===== src/sv/button_status_led_controller_top_macros.svh =====
// assertion macros for the button and status led controller
// used by the top level only; no other dependencies
`ifndef BUTTON_STATUS_LED_CONTROLLER_TOP_MACROS_SVH
`define BUTTON_STATUS_LED_CONTROLLER_TOP_MACROS_SVH

// same-cycle implication, disabled during reset
`define BSLC_ASSERT_NOW(label, clk, rst, ante, cons) \
  label: assert property (@(posedge clk) disable iff (rst) (ante) |-> (cons)) \
    else $error("bslc assertion failed");

// next-cycle implication, disabled during reset
`define BSLC_ASSERT_NEXT(label, clk, rst, ante, cons) \
  label: assert property (@(posedge clk) disable iff (rst) (ante) |=> (cons)) \
    else $error("bslc assertion failed");

`endif


===== src/sv/bslc_pkg.sv =====
// shared types and constants for the button and status led controller
// no dependencies
`default_nettype none

package bslc_pkg;

  localparam int PCT_W      = 7;
  localparam int LED_W      = 8;
  localparam int MS_W       = 16;
  localparam int CFG_ADDR_W = 5;
  localparam int CFG_DATA_W = 32;
  localparam int REG_IDX_W  = 3;

  // register indexes (byte address is 4 * index)
  localparam logic [REG_IDX_W-1:0] REG_LONG_PRESS  = 3'd0;
  localparam logic [REG_IDX_W-1:0] REG_SHORT_PRESS = 3'd1;
  localparam logic [REG_IDX_W-1:0] REG_BATT_SHOW   = 3'd2;
  localparam logic [REG_IDX_W-1:0] REG_BLINK_HALF  = 3'd3;
  localparam logic [REG_IDX_W-1:0] REG_LOW_PCT     = 3'd4;
  localparam logic [REG_IDX_W-1:0] REG_MID_PCT     = 3'd5;

  // register reset values
  localparam logic [MS_W-1:0]  LONG_PRESS_RST  = 16'd5000;
  localparam logic [MS_W-1:0]  SHORT_PRESS_RST = 16'd1500;
  localparam logic [MS_W-1:0]  BATT_SHOW_RST   = 16'd2000;
  localparam logic [MS_W-1:0]  BLINK_HALF_RST  = 16'd500;
  localparam logic [PCT_W-1:0] LOW_PCT_RST     = 7'd20;
  localparam logic [PCT_W-1:0] MID_PCT_RST     = 7'd60;

  // led intensities
  localparam logic [LED_W-1:0] LED_FULL  = 8'd255;
  localparam logic [LED_W-1:0] LED_AMBER = 8'd100;
  localparam logic [LED_W-1:0] LED_OFF   = 8'd0;

  typedef enum logic [1:0] {
    COLOUR_RED   = 2'd0,
    COLOUR_AMBER = 2'd1,
    COLOUR_GREEN = 2'd2
  } colour_t;

  typedef struct packed {
    logic [MS_W-1:0]  long_press_ms;
    logic [MS_W-1:0]  short_press_ms;
    logic [MS_W-1:0]  battery_show_ms;
    logic [MS_W-1:0]  blink_half_ms;
    logic [PCT_W-1:0] low_battery_pct;
    logic [PCT_W-1:0] mid_battery_pct;
  } cfg_t;

  typedef struct packed {
    logic             button_down;
    logic [PCT_W-1:0] battery_pct;
    logic             portal_active;
    logic             link_up;
    logic             radio_off;
  } item_t;

  typedef struct packed {
    logic [LED_W-1:0] red;
    logic [LED_W-1:0] green;
    logic [LED_W-1:0] blue;
    logic             refresh;
    logic             reset_request;
  } result_t;

  typedef struct packed {
    logic reset_latched;
    logic showing_battery;
  } status_t;

endpackage

`default_nettype wire


===== src/sv/bslc_if.sv =====
// valid/ready channel interfaces for tick items and pixel results
// depends on bslc_pkg
`default_nettype none

interface bslc_tick_if;
  import bslc_pkg::*;
  logic             valid;
  logic             ready;
  logic             button_down;
  logic [PCT_W-1:0] battery_pct;
  logic             portal_active;
  logic             link_up;
  logic             radio_off;

  modport source (output valid, button_down, battery_pct, portal_active, link_up,
                  radio_off, input ready);
  modport sink (input valid, button_down, battery_pct, portal_active, link_up,
                radio_off, output ready);
endinterface

interface bslc_pixel_if;
  import bslc_pkg::*;
  logic             valid;
  logic             ready;
  logic [LED_W-1:0] red;
  logic [LED_W-1:0] green;
  logic [LED_W-1:0] blue;
  logic             refresh;
  logic             reset_request;

  modport source (output valid, red, green, blue, refresh, reset_request, input ready);
  modport sink (input valid, red, green, blue, refresh, reset_request, output ready);
endinterface

`default_nettype wire


===== src/sv/bslc_cfg.sv =====
// apb-style configuration register file
// depends on bslc_pkg
`default_nettype none

module bslc_cfg (
  input  wire logic                             clk,
  input  wire logic                             rst,
  input  wire logic                             psel,
  input  wire logic                             penable,
  input  wire logic                             pwrite,
  input  wire logic [bslc_pkg::CFG_ADDR_W-1:0]  paddr,
  input  wire logic [bslc_pkg::CFG_DATA_W-1:0]  pwdata,
  output logic      [bslc_pkg::CFG_DATA_W-1:0]  prdata,
  output logic                                  pready,
  output bslc_pkg::cfg_t                        cfg
);
  import bslc_pkg::*;

  logic                 wr_en;
  logic [REG_IDX_W-1:0] reg_idx;

  assign pready  = 1'b1;
  assign wr_en   = psel && penable && pwrite;
  assign reg_idx = paddr[CFG_ADDR_W-1:2];

  always_ff @(posedge clk) begin
    if (rst) begin
      cfg.long_press_ms   <= LONG_PRESS_RST;
      cfg.short_press_ms  <= SHORT_PRESS_RST;
      cfg.battery_show_ms <= BATT_SHOW_RST;
      cfg.blink_half_ms   <= BLINK_HALF_RST;
      cfg.low_battery_pct <= LOW_PCT_RST;
      cfg.mid_battery_pct <= MID_PCT_RST;
    end else if (wr_en) begin
      case (reg_idx)
        REG_LONG_PRESS:  cfg.long_press_ms   <= pwdata[MS_W-1:0];
        REG_SHORT_PRESS: cfg.short_press_ms  <= pwdata[MS_W-1:0];
        REG_BATT_SHOW:   cfg.battery_show_ms <= pwdata[MS_W-1:0];
        REG_BLINK_HALF:  cfg.blink_half_ms   <= pwdata[MS_W-1:0];
        REG_LOW_PCT:     cfg.low_battery_pct <= pwdata[PCT_W-1:0];
        REG_MID_PCT:     cfg.mid_battery_pct <= pwdata[PCT_W-1:0];
        default: ;
      endcase
    end
  end

  always_comb begin
    case (reg_idx)
      REG_LONG_PRESS:  prdata = CFG_DATA_W'(cfg.long_press_ms);
      REG_SHORT_PRESS: prdata = CFG_DATA_W'(cfg.short_press_ms);
      REG_BATT_SHOW:   prdata = CFG_DATA_W'(cfg.battery_show_ms);
      REG_BLINK_HALF:  prdata = CFG_DATA_W'(cfg.blink_half_ms);
      REG_LOW_PCT:     prdata = CFG_DATA_W'(cfg.low_battery_pct);
      REG_MID_PCT:     prdata = CFG_DATA_W'(cfg.mid_battery_pct);
      default:         prdata = '0;
    endcase
  end

endmodule

`default_nettype wire


===== src/sv/bslc_core.sv =====
// per-tick button and pixel state machine: state registers and next-state logic
// depends on bslc_pkg
`default_nettype none

module bslc_core #(
  parameter int TIMER_BITS = 16
) (
  input  wire logic              clk,
  input  wire logic              rst,
  input  wire logic              adv,
  input  bslc_pkg::item_t        item,
  input  bslc_pkg::cfg_t         cfg,
  output bslc_pkg::result_t      res,
  output bslc_pkg::status_t      status
);
  import bslc_pkg::*;

  localparam int CMP_W = (TIMER_BITS > MS_W) ? TIMER_BITS : MS_W;
  localparam logic [TIMER_BITS-1:0] TMAX = '1;

  logic                  button_held, button_held_next;
  logic [TIMER_BITS-1:0] hold_count, hold_count_next;
  logic                  reset_latched, reset_latched_next;
  logic                  showing_battery, showing_battery_next;
  logic [TIMER_BITS-1:0] battery_count, battery_count_next;
  colour_t               battery_colour, battery_colour_next;
  logic [TIMER_BITS-1:0] blink_count, blink_count_next;
  logic                  blink_on, blink_on_next;
  logic                  last_show, last_show_next;

  logic                  need;
  logic [TIMER_BITS-1:0] hc, bc, kc;

  function automatic logic [TIMER_BITS-1:0] tick_up(input logic [TIMER_BITS-1:0] c);
    return (c == TMAX) ? TMAX : c + TIMER_BITS'(1);
  endfunction

  always_comb begin
    button_held_next     = button_held;
    reset_latched_next   = reset_latched;
    showing_battery_next = showing_battery;
    battery_colour_next  = battery_colour;
    blink_on_next        = blink_on;
    hc                   = hold_count;
    bc                   = battery_count;
    kc                   = blink_count;
    need                 = 1'b0;
    res                  = '0;

    // button
    if (item.button_down) begin
      if (!button_held) begin
        button_held_next   = 1'b1;
        hc                 = '0;
        reset_latched_next = 1'b0;
      end
      if ((CMP_W'(hc) > CMP_W'(cfg.long_press_ms)) && !reset_latched_next) begin
        reset_latched_next = 1'b1;
        res.reset_request  = 1'b1;
      end
    end else begin
      if (button_held && (CMP_W'(hold_count) < CMP_W'(cfg.short_press_ms))
          && !reset_latched) begin
        if (item.battery_pct <= cfg.low_battery_pct) begin
          battery_colour_next = COLOUR_RED;
        end else if (item.battery_pct <= cfg.mid_battery_pct) begin
          battery_colour_next = COLOUR_AMBER;
        end else begin
          battery_colour_next = COLOUR_GREEN;
        end
        showing_battery_next = 1'b1;
        bc                   = '0;
      end
      button_held_next = 1'b0;
    end

    // pixel
    if (showing_battery_next) begin
      if (CMP_W'(bc) < CMP_W'(cfg.battery_show_ms)) begin
        case (battery_colour_next)
          COLOUR_RED:   res.red = LED_FULL;
          COLOUR_AMBER: begin
            res.red   = LED_FULL;
            res.green = LED_AMBER;
          end
          default:      res.green = LED_FULL;
        endcase
      end else begin
        showing_battery_next = 1'b0;
      end
      need = 1'b1;
    end else if (item.portal_active || (!item.link_up && !item.radio_off)) begin
      if (CMP_W'(kc) >= CMP_W'(cfg.blink_half_ms)) begin
        kc            = '0;
        blink_on_next = !blink_on;
      end
      if (blink_on_next) begin
        if (item.portal_active) begin
          res.blue = LED_FULL;
        end else begin
          res.red = LED_FULL;
        end
      end
      need = 1'b1;
    end

    // when no refresh, last_show was already clear and need is clear
    res.refresh    = need || last_show;
    last_show_next = need;

    hold_count_next    = tick_up(hc);
    battery_count_next = tick_up(bc);
    blink_count_next   = tick_up(kc);
  end

  always_ff @(posedge clk) begin
    if (rst) begin
      button_held     <= 1'b0;
      hold_count      <= '0;
      reset_latched   <= 1'b0;
      showing_battery <= 1'b0;
      battery_count   <= '0;
      battery_colour  <= COLOUR_RED;
      blink_count     <= '0;
      blink_on        <= 1'b0;
      last_show       <= 1'b1;
    end else if (adv) begin
      button_held     <= button_held_next;
      hold_count      <= hold_count_next;
      reset_latched   <= reset_latched_next;
      showing_battery <= showing_battery_next;
      battery_count   <= battery_count_next;
      battery_colour  <= battery_colour_next;
      blink_count     <= blink_count_next;
      blink_on        <= blink_on_next;
      last_show       <= last_show_next;
    end
  end

  assign status.reset_latched   = reset_latched;
  assign status.showing_battery = showing_battery;

endmodule

`default_nettype wire


===== src/sv/button_status_led_controller_top.sv =====
// an accepted tick is held in the input register, its result then in the result register
// throughput: one tick per cycle unless the result stalls, set by the single state-update stage in bslc_core
// the input ready only drops when the input register is full and the result is stalled
// reset: synchronous, active high; clears pipeline valids and the button/pixel state,
// config registers return to their default values
// depends on bslc_pkg, bslc_if, bslc_cfg, bslc_core and the assertion macro header
`default_nettype none

`include "button_status_led_controller_top_macros.svh"

module button_status_led_controller_top #(
  parameter int TIMER_BITS = 16
) (
  input  wire logic                             clk,
  input  wire logic                             rst,
  bslc_tick_if.sink                             tick,
  bslc_pixel_if.source                          pixel,
  input  wire logic                             psel,
  input  wire logic                             penable,
  input  wire logic                             pwrite,
  input  wire logic [bslc_pkg::CFG_ADDR_W-1:0]  paddr,
  input  wire logic [bslc_pkg::CFG_DATA_W-1:0]  pwdata,
  output logic      [bslc_pkg::CFG_DATA_W-1:0]  prdata,
  output logic                                  pready
);
  import bslc_pkg::*;

  cfg_t    cfg;
  status_t core_status;
  result_t step_res;

  // input register
  logic    s1_valid;
  item_t   s1_item;

  // result register
  logic    out_valid;
  result_t out_res;

  logic    stall;
  logic    adv;

  // result held with no taker stops the state update
  assign stall      = out_valid && !pixel.ready;
  assign adv        = s1_valid && !stall;
  assign tick.ready = !s1_valid || !stall;

  bslc_cfg u_cfg (
    .clk     (clk),
    .rst     (rst),
    .psel    (psel),
    .penable (penable),
    .pwrite  (pwrite),
    .paddr   (paddr),
    .pwdata  (pwdata),
    .prdata  (prdata),
    .pready  (pready),
    .cfg     (cfg)
  );

  bslc_core #(
    .TIMER_BITS (TIMER_BITS)
  ) u_core (
    .clk    (clk),
    .rst    (rst),
    .adv    (adv),
    .item   (s1_item),
    .cfg    (cfg),
    .res    (step_res),
    .status (core_status)
  );

  // input register: loads whenever it is empty or draining this cycle
  always_ff @(posedge clk) begin
    if (rst) begin
      s1_valid <= 1'b0;
    end else if (tick.ready) begin
      s1_valid <= tick.valid;
    end
  end

  always_ff @(posedge clk) begin
    if (tick.ready) begin
      s1_item.button_down   <= tick.button_down;
      s1_item.battery_pct   <= tick.battery_pct;
      s1_item.portal_active <= tick.portal_active;
      s1_item.link_up       <= tick.link_up;
      s1_item.radio_off     <= tick.radio_off;
    end
  end

  // result register: new result on each state update, cleared once transferred
  always_ff @(posedge clk) begin
    if (rst) begin
      out_valid <= 1'b0;
    end else if (adv) begin
      out_valid <= 1'b1;
    end else if (pixel.ready) begin
      out_valid <= 1'b0;
    end
  end

  always_ff @(posedge clk) begin
    if (adv) begin
      out_res <= step_res;
    end
  end

  assign pixel.valid         = out_valid;
  assign pixel.red           = out_res.red;
  assign pixel.green         = out_res.green;
  assign pixel.blue          = out_res.blue;
  assign pixel.refresh       = out_res.refresh;
  assign pixel.reset_request = out_res.reset_request;

  // a reset request always leaves the reset latch set
  `BSLC_ASSERT_NEXT(a_req_sets_latch, clk, rst, adv && step_res.reset_request, core_status.reset_latched)
  // state only moves when a tick is processed
  `BSLC_ASSERT_NEXT(a_state_holds, clk, rst, !adv, $stable(core_status))
  // no refresh means a dark pixel
  `BSLC_ASSERT_NOW(a_dark_without_refresh, clk, rst, adv && !step_res.refresh, step_res.red == LED_OFF && step_res.green == LED_OFF && step_res.blue == LED_OFF)
  // input backpressure only when both stages are full
  `BSLC_ASSERT_NOW(a_ready_low_full, clk, rst, !tick.ready, s1_valid && out_valid && !pixel.ready)

endmodule

`default_nettype wire


===== src/flat_wrapper.sv =====
// flat-port wrapper written by rule: the top's interface ports become plain ports
module button_status_led_controller_top_flat import bslc_pkg::*;
#(
  parameter int TIMER_BITS = 16
)
  (clk, rst, psel, penable, pwrite, paddr, pwdata, prdata, pready, tick_valid, tick_button_down, tick_battery_pct, tick_portal_active, tick_link_up, tick_radio_off, tick_ready, pixel_valid, pixel_red, pixel_green, pixel_blue, pixel_refresh, pixel_reset_request, pixel_ready);
  bslc_tick_if tick_i ();
  bslc_pixel_if pixel_i ();
  input  wire logic clk;
  input  wire logic rst;
  input  wire logic psel;
  input  wire logic penable;
  input  wire logic pwrite;
  input  wire logic [bslc_pkg::CFG_ADDR_W-1:0] paddr;
  input  wire logic [bslc_pkg::CFG_DATA_W-1:0] pwdata;
  output logic      [bslc_pkg::CFG_DATA_W-1:0] prdata;
  output logic pready;
  input wire logic [$bits(tick_i.valid)-1:0] tick_valid;
  input wire logic [$bits(tick_i.button_down)-1:0] tick_button_down;
  input wire logic [$bits(tick_i.battery_pct)-1:0] tick_battery_pct;
  input wire logic [$bits(tick_i.portal_active)-1:0] tick_portal_active;
  input wire logic [$bits(tick_i.link_up)-1:0] tick_link_up;
  input wire logic [$bits(tick_i.radio_off)-1:0] tick_radio_off;
  output wire logic [$bits(tick_i.ready)-1:0] tick_ready;
  output wire logic [$bits(pixel_i.valid)-1:0] pixel_valid;
  output wire logic [$bits(pixel_i.red)-1:0] pixel_red;
  output wire logic [$bits(pixel_i.green)-1:0] pixel_green;
  output wire logic [$bits(pixel_i.blue)-1:0] pixel_blue;
  output wire logic [$bits(pixel_i.refresh)-1:0] pixel_refresh;
  output wire logic [$bits(pixel_i.reset_request)-1:0] pixel_reset_request;
  input wire logic [$bits(pixel_i.ready)-1:0] pixel_ready;
  assign tick_i.valid = tick_valid;
  assign tick_i.button_down = tick_button_down;
  assign tick_i.battery_pct = tick_battery_pct;
  assign tick_i.portal_active = tick_portal_active;
  assign tick_i.link_up = tick_link_up;
  assign tick_i.radio_off = tick_radio_off;
  assign tick_ready = tick_i.ready;
  assign pixel_valid = pixel_i.valid;
  assign pixel_red = pixel_i.red;
  assign pixel_green = pixel_i.green;
  assign pixel_blue = pixel_i.blue;
  assign pixel_refresh = pixel_i.refresh;
  assign pixel_reset_request = pixel_i.reset_request;
  assign pixel_i.ready = pixel_ready;
  button_status_led_controller_top #(.TIMER_BITS(TIMER_BITS)) u_core (.clk(clk), .rst(rst), .tick(tick_i), .pixel(pixel_i), .psel(psel), .penable(penable), .pwrite(pwrite), .paddr(paddr), .pwdata(pwdata), .prdata(prdata), .pready(pready));
endmodule

===== config.mk =====
export PLATFORM = sky130hd
export DESIGN_NAME = button_status_led_controller_top_flat
export DESIGN_NICKNAME = d
export VERILOG_FILES = /design/src/sv/bslc_pkg.sv /design/src/sv/bslc_if.sv /design/src/sv/bslc_cfg.sv /design/src/sv/bslc_core.sv /design/src/sv/button_status_led_controller_top.sv /design/src/flat_wrapper.sv
export VERILOG_INCLUDE_DIRS = /design/src /design/src/sv
export SDC_FILE = /design/constraint.sdc
export NUM_CORES = 1
export LEC_CHECK = 0
export ABC_AREA = 1
export BUFFER_PORTS_ARGS = -buffer_cell sky130_fd_sc_hd__buf_4
export CORE_MARGIN = 8
export CORE_UTILIZATION = 52
export CTS_CLUSTER_DIAMETER = 50
export CTS_CLUSTER_SIZE = 24
export DETAILED_ROUTE_END_ITERATION = 10
export GPL_TIMING_DRIVEN = 0
export PLACE_DENSITY = 0.73
export REMOVE_ABC_BUFFERS = 1
export SLEW_MARGIN = 0
export SYNTH_ARGS = -nofsm -noshare
export SYNTH_HDL_FRONTEND = slang
export SYNTH_SLANG_ARGS = --single-unit
export TNS_END_PERCENT = 20

===== constraint.sdc =====
create_clock -name clk -period 7.73 [get_ports clk]
set_input_delay 0.773 -clock clk [delete_from_list [all_inputs] [get_ports clk]]
set_output_delay 0.773 -clock clk [all_outputs]
set_load 0.01 [all_outputs]

Yosys cells after proc, flatten, opt, wreduce, memory -nomap -nowiden. Cells that the tools add are included.

Add/subtract/negate cells: 3. Multiplexer cells: 40. Reductions and logical operators: 33. Equal/unequal tests: 9. $lt $le $gt $ge: 6. Bitwise gates (word level): 3.

Operators by type and width (count): 16-bit two-way mux (12); 16-bit case mux with 6 select lines (1); 16-bit by 1-bit adder with 16-bit output (second input constant) (3); 16-bit == test (second input constant) (3); 8-bit two-way mux (6); 16-bit < comparator (2); 16-bit >= comparator (1); 16-bit > comparator (1); 1-bit two-way mux (16); 8-bit case mux with 2 select lines (1); 2-bit AND reduction (8); 7-bit less-or-equal comparator (2); 1-bit logical AND (8); 1-bit logical NOT (8); 2-bit two-way mux (4); 3-bit by 2-bit == test with 1-bit output (second input constant) (2); 3-bit == test (second input constant) (2); 3-bit by 1-bit == test with 1-bit output (second input constant) (1); 3-bit logical NOT (1); 1-bit logical OR (3); 1-bit inverter (3); 3-bit AND reduction (1); 3-bit OR reduction (1); 2-bit by 1-bit == test with 1-bit output (second input constant) (1); 3 further kinds (3).

Logic and storage cells: 121. Output and inout bits: 61. Bits in registers: 172.

Depth between registers and ports, before layout.
Depth after elaboration: 10. Gate-level depth with buffers: 26.

Cells and area by module. From an unflattened synthesis, not the netlist that was laid out.

Cell total of the unflattened synthesis: 1520. Area, all modules: 10822.9 µm².

Modules (own cells, without submodules): bslc_core (area an instance 5627.9 µm², instances 1, sequential area each 1101.1 µm², cells an instance 862); bslc_cfg (area an instance 4000.1 µm², instances 1, sequential area each 1561.5 µm², cells an instance 611); button_status_led_controller_top (area an instance 1194.9 µm², instances 1, sequential area each 1151.1 µm², cells an instance 47).

Worst setup path before layout. OpenSTA, ideal clock, no wires.

Kind: register -> register. Start: register, netlist name u_core.u_cfg.cfg[51]. End: register u_core.out_res, in the netlist u_core.pixel.red[6] (data pin). Library setup time: 0.145 ns. Data required time: 7.585 ns. Buffers on the path: 1. Cell stages (with the launch flop): 22. Setup slack: 4.934 ns. Data arrival time: 2.651 ns. Clock period less this slack: 2.796 ns. Cells stage by stage: dfxtp_1 -> inv_1 -> ha_1 -> a21oi_1 -> nor2_1 -> nor3_1 -> nand2_1 -> nand2_1 -> nand2_1 -> nand2_1 -> nand2_4 -> buf_6 -> nand2_1 -> inv_2 -> ha_1 -> a21oi_1 -> o21ai_0 -> nand3_1 -> a21oi_1 -> a2111oi_2 -> nand2_1 -> o21ai_1.

Longest elaborated chain between the ends: 10. Elaborated cells between the ends (all ways): 16. Classes of those cells: order compare: 2; eq/ne: 1; mux: 9; reduce/logical: 4.

RTL lines: 16-bit < comparator * (line bslc_core.sv:62) `if (button_held && (CMP_W'(hold_count) < CMP_W'(cfg.short_press_ms))`; 1-bit logical AND * (line bslc_core.sv:62); 1-bit logical AND * (line bslc_core.sv:63) `&& !reset_latched) begin`; parallel branches: the longest is 6 deep, another holds 16-bit < comparator; 8-bit two-way mux * (line bslc_core.sv:78) `if (showing_battery_next) begin`; end signal, assigned (line button_status_led_controller_top.sv:105) `out_res <= step_res;`; end, declared (line button_status_led_controller_top.sv:38) `result_t out_res;`.

Mark *: on every way between the ends. A chain may end at the register's enable or synchronous reset.

Worst setup path after layout.
Start: register u_core.u_core.button_held. End: register u_core.u_core.blink_count[4].

Longest elaborated chain between the ends: 7. Elaborated cells between the ends (all ways): 8. Classes of those cells: add/sub: 1; eq/ne: 1; mux: 4; reduce/logical: 2.

RTL lines: start, declared (line bslc_core.sv:21) `logic button_held, button_held_next;`; start signal, assigned (line bslc_core.sv:128) `button_held <= button_held_next;`; 1-bit logical AND * (line bslc_core.sv:62); 1-bit logical AND * (line bslc_core.sv:63); 1-bit two-way mux * (line bslc_core.sv:62); 1-bit two-way mux * (line bslc_core.sv:51) `if (item.button_down) begin`; 16-bit two-way mux * (line bslc_core.sv:78); 16-bit by 1-bit adder with 16-bit output / 16-bit == test (equally long branches) (line bslc_core.sv:35) `return (c == TMAX) ? TMAX : c + TIMER_BITS'(1);`; 16-bit two-way mux * (line bslc_core.sv:35); end signal, assigned (line bslc_core.sv:134) `blink_count <= blink_count_next;`; end, declared (line bslc_core.sv:27) `logic [TIMER_BITS-1:0] blink_count, blink_count_next;`.

Mark *: on every way between the ends. The rest lies on a longest branch, timed or not.

==> metrics <==
FFs w/ async S/R, synth 0; largest area contributor in the netlist dfxtp_1; root buffer cell clkbuf_16; Hold Crit Start u_core.u_core.blink_on; post-cts gate resize count 0; number of global-route vias before repair about 7.9k; Max Slew Vio Count 0; Setup Viol. Count Final 0; CP required approximately 8.1 ns; total CTS buffers 17; # hold bufs at CTS 0; GRT Total Usage 0.218; Critical Path Start u_core.u_core.button_held; final wirelength around 24 mm; DR iter-0 viols around 530; crit path time final around 3.4 ns; cell row count roughly 50; Finished Core Util 0.590; R2R Path Start u_core.u_core.button_held; DRT Pass-1 Iters 7; # clock sinks roughly 150; net switching share of the total power 0.266; post-route ant nets 0; Cells after Synth about 1.3k; initial core utilization 0.526; combinational power share 0.126; Clk Latency, worst-skew pair ~0.43 ns; I/O pin cnt between 100 and 150; detailed-route wire length per cell 15.7 µm; Worst Hold Class flop to flop; synthesized flop and latch total approximately 150; vias per cell ~5.4; IO Port Bufs 80; core area around 18,000 µm²; Non-Filler Instances ~1.5k; unrepaired setup endpoints after global routing false; Max VDD drop 0.000176 V; Die Wd between 150 and 200 µm; DP Worst Slack between 4 and 5 ns; critical path fanouts, max 24; area grow syn2layout 12.1%; EDFF count, synth 17; critical path capture point type flop; ranking of synthesized cells by area dfxtp_1 29%, ha_1 10%, nand2_1 7.3%, inv_1 7.2%, a21oi_1 6.7%; yosys warns 0; setup bufs post-CTS 0; Final Hold Violating Endpoints 0; status finished, final reports clean; clock-pin slew on the worst setup and hold paths about 0.06 ns; Worst Max-Slew Pin Slew ~0.97 ns; clock power share 0.445; DRC Markers 0; Layout Nets around 1.4k; fin crit share 0.438; hpwl dp ~18 mm; Int Power ~0.0015 W; fmax 296 MHz; post-synthesis sequential area ratio 0.341; initial antenna violation count 0; Setup Skew just over 0.007 ns; Synth Area per Inst about 7.5 µm²; GR Overflow Total 0; CP Class flop to flop; H-Tree Level Count 4; Yosys top cell area share 0.287; DIE AREA around 23,000 µm²; via count around 8.3k; Synth Flop Type dfxtp_1; CP Launch Type flop; Yosys cell types slightly above 60; Critical Path AT approximately 3.8 ns; RePlAce Congestion roughly 0.87; PwrDens 189 nW/µm²; layout cells sized above 1 0.134; Die Ht around 150 µm; sw power ~0.00053 W; number of max-cap violations 0; Seq pwr share 0.428; clk buf depth 2; CTS tree yes; first-pass GRT wire length slightly below 40 mm; setup TNS 0 ns; total inserted antenna cells 0; largest net degree at the start of global routing between 50 and 60; Cell Area, Synth 9420 µm²; placed insts between 1.5k and 2k; Rel. slew slack 0.351; final worst setup slack between 4 and 5 ns; Pleak slightly below 5 nW
[final cells by class]
| type | instances | area, µm² |
|---|---|---|
| repair buffers | 83 | 643 |
| inverters | 192 | 722 |
| multi-input cells | 847 | 5070 |
| flip-flops and latches | 152 | 3210 |
| fillers | 1656 | 7340 |
| clock inverters | 15 | 198 |
| clock buffers | 17 | 425 |
| well taps | 229 | 287 |
[Yosys cell counts, drive strengths merged, types with 3 or more instances]
library cell / number
nand2: 195
inv: 190
dfxtp: 135
a21oi: 128
nor2: 114
o21ai: 106
ha: 79
nand3: 51
buf: 46
clkbuf: 36
o211ai: 27
xor2: 19
nand4: 18
edfxtp: 17
a22oi: 16
nor3: 16
o221ai: 14
o22ai: 7
a221oi: 6
xnor2: 6
a211oi: 5
nor4: 3
o21a: 3
[per-stage QoR]
| stage | power [W] | instance area [µm²] | hold WS [ns] |
|---|---|---|---|
| 2_1_floorplan | 0.00102 | 8990 | 0.427 |
| 3_3_place_gp | 0.00111 | 9880 | 0.445 |
| 3_5_place_dp | 0.00112 | 9940 | 0.451 |
| 4_1_cts | 0.00200 | 10600 | 0.460 |
| 5_1_grt | 0.00207 | 10600 | 0.491 |
| 6_report | 0.00199 | 10600 | 0.458 |
[metal layers]
layer,GRT usage,wire [µm]
met3,0.0454,1310
met2,0.367,11500
met4,0.0876,571
met1,0.267,10700
met5,0,0
[cell usage in the layout, fill, tap and decap left out, types with 6 or more instances in the layout]
master and count:
nand2_1 183, inv_1 180, dfxtp_1 135, a21oi_1 127, o21ai_0 104, nor2_1 99
buf_4 80, ha_1 79, nand3_1 44, o211ai_1 27, xor2_1 19, conb_1 17
clkbuf_16 17, edfxtp_1 17, nand4_1 16, a22oi_1 16, o221ai_1 14, nand2_2 11
nor3_1 11, inv_2 10, nor2_2 10, o22ai_1 7, nand3_2 6, a221oi_1 6
xnor2_1 6
[power groups by stage]
stage / sequential (W) / clock (W) / combinational [W]
after floorplan: 0.000867 / 0 / 0.000154
after global placement: 0.000869 / 0 / 0.000243
after detailed placement: 0.000870 / 0 / 0.000251
after CTS: 0.000853 / 0.000900 / 0.000252
after global routing: 0.000857 / 0.000934 / 0.000282
final: 0.000853 / 0.000887 / 0.000252
[registers in the layout, summed over array words and instances, names as in the netlist]
name and flops:
u_core.pixel.blue 1, u_core.u_core.battery_colour 2, u_core.u_core.battery_count 16, u_core.u_cfg.cfg 78, u_core.u_core.reset_latched 1, u_core.u_core.hold_count 16
u_core.u_core.showing_battery 1, u_core.pixel.valid 1, u_core.u_core.button_held 1, u_core.pixel.red 1, u_core.u_core.blink_count 16, u_core.pixel.refresh 1
u_core.s1_item 11, u_core.pixel.green 2, u_core.pixel.reset_request 1, u_core.u_core.last_show 1, u_core.s1_valid 1, u_core.u_core.blink_on 1
[kinds of logic after synthesis]
logic type	after synthesis	synth area share
xor+xnor	25	0.0232
other cells	2	0.000797
fa+ha+maj	79	0.105
buf+inv	274	0.128
simple gates	402	0.199
flops	152	0.341
compound gates	324	0.203
[final timing paths]
kind	end	slack, ns	depth (start not counted)
min	u_core.u_core.blink_on	0.46	2
max reg2reg	u_core.u_core.blink_count[4]	4.35	16
min reg2reg	u_core.u_core.blink_on	0.46	2
max	u_core.u_core.blink_count[4]	4.35	16
[critical path: stages, from the launching register on]
cell,delay [ns]
dfxtp_1,0.74
inv_2,0.08
nor4_2,0.23
nand3_1,0.12
a21oi_2,0.17
nand2_4,0.20
nand3_4,0.30
nand2_1,0.09
inv_1,0.09
ha_1,0.18
nand2_1,0.06
nand3b_1,0.22
nor2_1,0.31
nand4_1,0.18
nand2_1,0.18
o21ai_0,0.11
inv_1,0.06
No activity file was read; power rests on OpenSTA's default activity.
